===== src/design/sacl_pkg.sv =====
`default_nettype none
package sacl_pkg;

	localparam int MAX_SET_BITS = 6;
	localparam int WAYS         = 8;
	localparam int ADDR_W       = 64;
	localparam int MAX_OFF      = 16;
	localparam int SETS         = 1 << MAX_SET_BITS;
	localparam int SET_W        = (MAX_SET_BITS > 0) ? MAX_SET_BITS : 1;
	localparam int WAY_W        = (WAYS > 1) ? $clog2(WAYS) : 1;
	localparam int WCNT_W       = $clog2(WAYS + 1);
	localparam int LVL          = $clog2(WAYS);
	localparam int STAMP_W      = 32;
	localparam int CNT_W        = 32;

	// configuration register indexes
	localparam logic [1:0] CFG_SET_BITS = 2'd0;
	localparam logic [1:0] CFG_OFF_BITS = 2'd1;
	localparam logic [1:0] CFG_WAYS     = 2'd2;

	// access kinds
	localparam logic [1:0] MODE_FETCH  = 2'd0;
	localparam logic [1:0] MODE_MODIFY = 2'd1;
	localparam logic [1:0] MODE_LOAD   = 2'd2;
	localparam logic [1:0] MODE_STORE  = 2'd3;

	// outcomes
	localparam logic [1:0] OUT_HIT   = 2'd0;
	localparam logic [1:0] OUT_FILL  = 2'd1;
	localparam logic [1:0] OUT_EVICT = 2'd2;
	localparam logic [1:0] OUT_FETCH = 2'd3;

	typedef struct packed {
		logic                valid;
		logic [ADDR_W-1:0]   tag;
		logic [STAMP_W-1:0]  stamp;
	} line_t;

	typedef line_t [WAYS-1:0] row_t;

	typedef struct packed {
		logic accept;
		logic compare;
		logic update;
	} ctrl_cmd_t;

	typedef struct packed {
		logic out_full;
	} dp_stat_t;

endpackage
`default_nettype wire


===== src/design/sacl_ctrl.sv =====
`default_nettype none
module sacl_ctrl (
	input  wire logic                 clk,
	input  wire logic                 arst_n,
	input  wire logic                 in_valid,
	output logic                      in_ready,
	input  wire logic                 out_ready,
	input  wire sacl_pkg::dp_stat_t   stat,
	output sacl_pkg::ctrl_cmd_t       cmd
);

	typedef enum logic [2:0] {
		ST_IDLE = 3'b001,
		ST_CMP  = 3'b010,
		ST_UPD  = 3'b100
	} state_t;

	state_t state_q, state_d;
	logic   upd_go;

	// result can land once the output register is empty or being drained
	assign upd_go = !stat.out_full || out_ready;

	always_comb begin
		state_d     = state_q;
		in_ready    = 1'b0;
		cmd.accept  = 1'b0;
		cmd.compare = 1'b0;
		cmd.update  = 1'b0;
		unique case (state_q)
			ST_IDLE: begin
				in_ready   = 1'b1;
				cmd.accept = in_valid;
				if (in_valid) state_d = ST_CMP;
			end
			ST_CMP: begin
				cmd.compare = 1'b1;
				state_d     = ST_UPD;
			end
			ST_UPD: begin
				cmd.update = upd_go;
				if (upd_go) state_d = ST_IDLE;
			end
			default: state_d = ST_IDLE;
		endcase
	end

	always_ff @(posedge clk or negedge arst_n) begin
		if (!arst_n) state_q <= ST_IDLE;
		else state_q <= state_d;
	end

endmodule
`default_nettype wire


===== config.mk =====
export PLATFORM = sky130hd
export DESIGN_NAME = sacl_ctrl
export DESIGN_NICKNAME = d
export VERILOG_FILES = /design/src/design/sacl_pkg.sv /design/src/design/sacl_ctrl.sv
export SDC_FILE = /design/constraint.sdc
export NUM_CORES = 1
export LEC_CHECK = 0
export BUFFER_PORTS_ARGS = -buffer_cell sky130_fd_sc_hd__buf_2
export CAP_MARGIN = 20
export CORE_AREA = 2 2 39 41
export CTS_BUF_LIST = sky130_fd_sc_hd__clkbuf_2
export CTS_CLUSTER_SIZE = 30
export DETAILED_ROUTE_END_ITERATION = 12
export DIE_AREA = 0 0 41 43
export HOLD_SLACK_MARGIN = 0.15
export MAX_ROUTING_LAYER = met4
export PLACE_DENSITY = 0.36
export SLEW_MARGIN = 20
export SYNTH_ARGS = -nofsm -noshare
export SYNTH_HDL_FRONTEND = slang
export SYNTH_SLANG_ARGS = --single-unit
export TNS_END_PERCENT = 5

===== constraint.sdc =====
create_clock -name clk -period 1 [get_ports clk]
set_input_delay 0.2 -clock clk [delete_from_list [all_inputs] [get_ports clk]]
set_output_delay 0.2 -clock clk [all_outputs]
set_load 0.02 [all_outputs]

==> metrics.cfg <==
[placed_design]
place_inst=44
dp_hpwl_um=356.2
portBuffers=8
gp_congestion=0.6450

[grt]
antenna_found_initial=0
grt_max_degree=8
grt_pass1_wl_um=752
grt_usage=0.07327
overflow=0
grt_pass1_vias=209

[worst_setup_path]
crit_path_end_kind=output port
worstPathRequired_ns=0.80
startpoint_type=flip-flop
r2r_cells=3
arrival_ns=1.13
setup.worst_path.class=reg -> out
worstPathMaxFanout=5

[detailed_routing]
drcViolationCount=0
ant_nets=0
routed_wl_um=436
drt_iter0_drc=0
via_per_inst=3.706
drt-pass1-iter-count=1
vias=189
post_drt_wl_per_cell_um=8.549

[timing]
slew_headroom=0.8541
skew_ns=0.002093
fmax_mhz=749.8
maxSlewViolCount=0
tightest_slew_ns=0.2183
final-hold-violation-count=0
rsz0062_at_grt=true
fin_crit_sh=1.334
fin_crit_ns=1.334
layout_setup_ws_ns=-0.3338
setup_viol=5

[clock_tree]
clock-sinks=3
clk_pin_slew_worst_paths_ns=0.04
clk-insertion-delay-late_ns=0.20
cts-root-buf=clkbuf_2
tritoncts.num_buffers=3
cts_tree=built
clockBufferDepth=2
h-tree-depth=1

[synth]
post_synth_num_cell_types=13
synth_cells=15
yosysSeqAreaShare=0.4207
syn-cell-area_um2=181.4
syn_area_per_cell_um2=12.09
synth_warnings=0
synth_nets=20
ys_ff_latch=3

[final_layout]
reg_top3=state_q (3)
n_fill_cell=154
stdcell_count=51
largest_register_ffs=3
top_register=state_q
final_layout_size_suffix_gt1_frac=0.8571
diodes=0
seqCellArea_um2=78.83
multi_input_area_um2=125.1
fin_util=0.2712
final_nets=41
areaGrowthSynthToFinish_pct=106.9

[floorplan]
die-area_mm2=0.001763
die_h_um=43
die_w_um=41
pin_count=9
coreArea_mm2=0.001384
start_util=0.1311
rows=14

[power]
clkPwrFrac=0.168
switching_power_mw=0.3534
seqPwrFrac=0.247
sw_frac_of_total=0.3527
power_density_mw_per_mm2=2669
comb_power_share=0.585
p_leak_nw=0.1766
max-vdd-ir-drop_mv=0.9370
internal_power_mw=0.6485

[status]
violations=negative setup slack
outcome=complete, but fails checks

[hold_path]
hp-class=in -> async

[job]
drv_cap=0

## logic make-up (layout without fill, tap and decap cells)
logic type / Yosys count / count (layout) / share of synthesized area
buf+inv: 2 / 22 / 0.06206
compound gates: 2 / 2 / 0.1103
simple gates: 8 / 8 / 0.4069
flops: 3 / 3 / 0.4207
## cells in the final DEF (no fill, tap or decap), drive strengths merged, types with 2 or more instances in the layout
cell type	Yosys	layout
buf	1	16
clkbuf	0	4
and4bb	3	3
dfrtp	2	2
## critical path, cell delays in order (launching register included)
cell	delay, ns
dfstp_2	0.55
and4bb_2	0.26
buf_6	0.12
## power by group through the flow
stage | clock [mW] | sequential (mW) | combinational (mW)
3_3_place_gp | 0 | 0.251 | 0.475
4_1_cts | 0.181 | 0.252 | 0.567
6_report | 0.168 | 0.248 | 0.586
2_1_floorplan | 0 | 0.256 | 0.271
5_1_grt | 0.192 | 0.259 | 0.629
3_5_place_dp | 0 | 0.250 | 0.478
## cell usage after synthesis, drive strengths merged
| cell type | number | area share |
|---|---|---|
| nor2b | 1 | 0.035 |
| dfstp | 1 | 0.14 |
| inv | 1 | 0.021 |
| and2b | 1 | 0.048 |
| buf | 1 | 0.041 |
| nor3b | 1 | 0.041 |
| nor4b | 1 | 0.048 |
| o21a | 1 | 0.041 |
| nor3 | 1 | 0.028 |
| dfrtp | 2 | 0.28 |
| and4bb | 3 | 0.21 |
| a211oi | 1 | 0.069 |
## final timing paths
path	start	endpoint	slack, ns
hold / removal	arst_n	state_q[1]$_DFFE_PN0P_	0.32
setup / recovery	state_q[0]$_DFFE_PN1P_	cmd[2]	-0.33
max in group asynchronous	arst_n	state_q[0]$_DFFE_PN1P_	0.49
hold reg to reg	state_q[0]$_DFFE_PN1P_	state_q[1]$_DFFE_PN0P_	0.64
min in group clk	in_valid	state_q[1]$_DFFE_PN0P_	0.33
setup reg to reg	state_q[1]$_DFFE_PN0P_	state_q[0]$_DFFE_PN1P_	-0.08
## area by class of cell
type                            count  area share
Sequential cell                     3      0.2100
Tap cell                           16     0.05333
Multi-Input combinational cell     10      0.3333
Clock buffer                        4     0.05333
Timing Repair Buffer               17      0.3400
Inverter                            1     0.01000
## through the flow
| step | hold slack [ns] | setup WS, ns | TNS (ns) | area, µm² | total power [mW] |
|---|---|---|---|---|---|
| finish | 0.3173 | -0.3338 | -1.262 | 375.4 | 1.002 |
| global route | 0.3071 | -0.3747 | -1.579 | 375.4 | 1.080 |
| CTS | 0.2955 | -0.3629 | -1.382 | 366.6 | 0.9995 |
| detailed placement | -0.003052 | -0.1621 | -0.6138 | 310.3 | 0.7278 |
| global placement | -0.003837 | -0.1468 | -0.5882 | 310.3 | 0.7260 |
| floorplan | -0.09559 | -0.08214 | -0.3034 | 212.7 | 0.5274 |
## routing by layer
metal  up-vias  part of all wire  GRT usage
met5         -                 0          -
met1        87              0.42    0.06494
met4         0                 0     0.1000
met3         0             0.092    0.03141
li1         95                 -          -
met2         7              0.49    0.09375
## repair_timing
action / CTS / global route
resized for setup: 7 / 1
hold buffers: 1 / 0
hold endpoints to repair: 3 / 0
endpoints found under the setup margin: 6 / 6
setup buffers: 1 / 1
pin swaps: 4 / 2
Note: power is estimated with default switching activity, not from simulation.
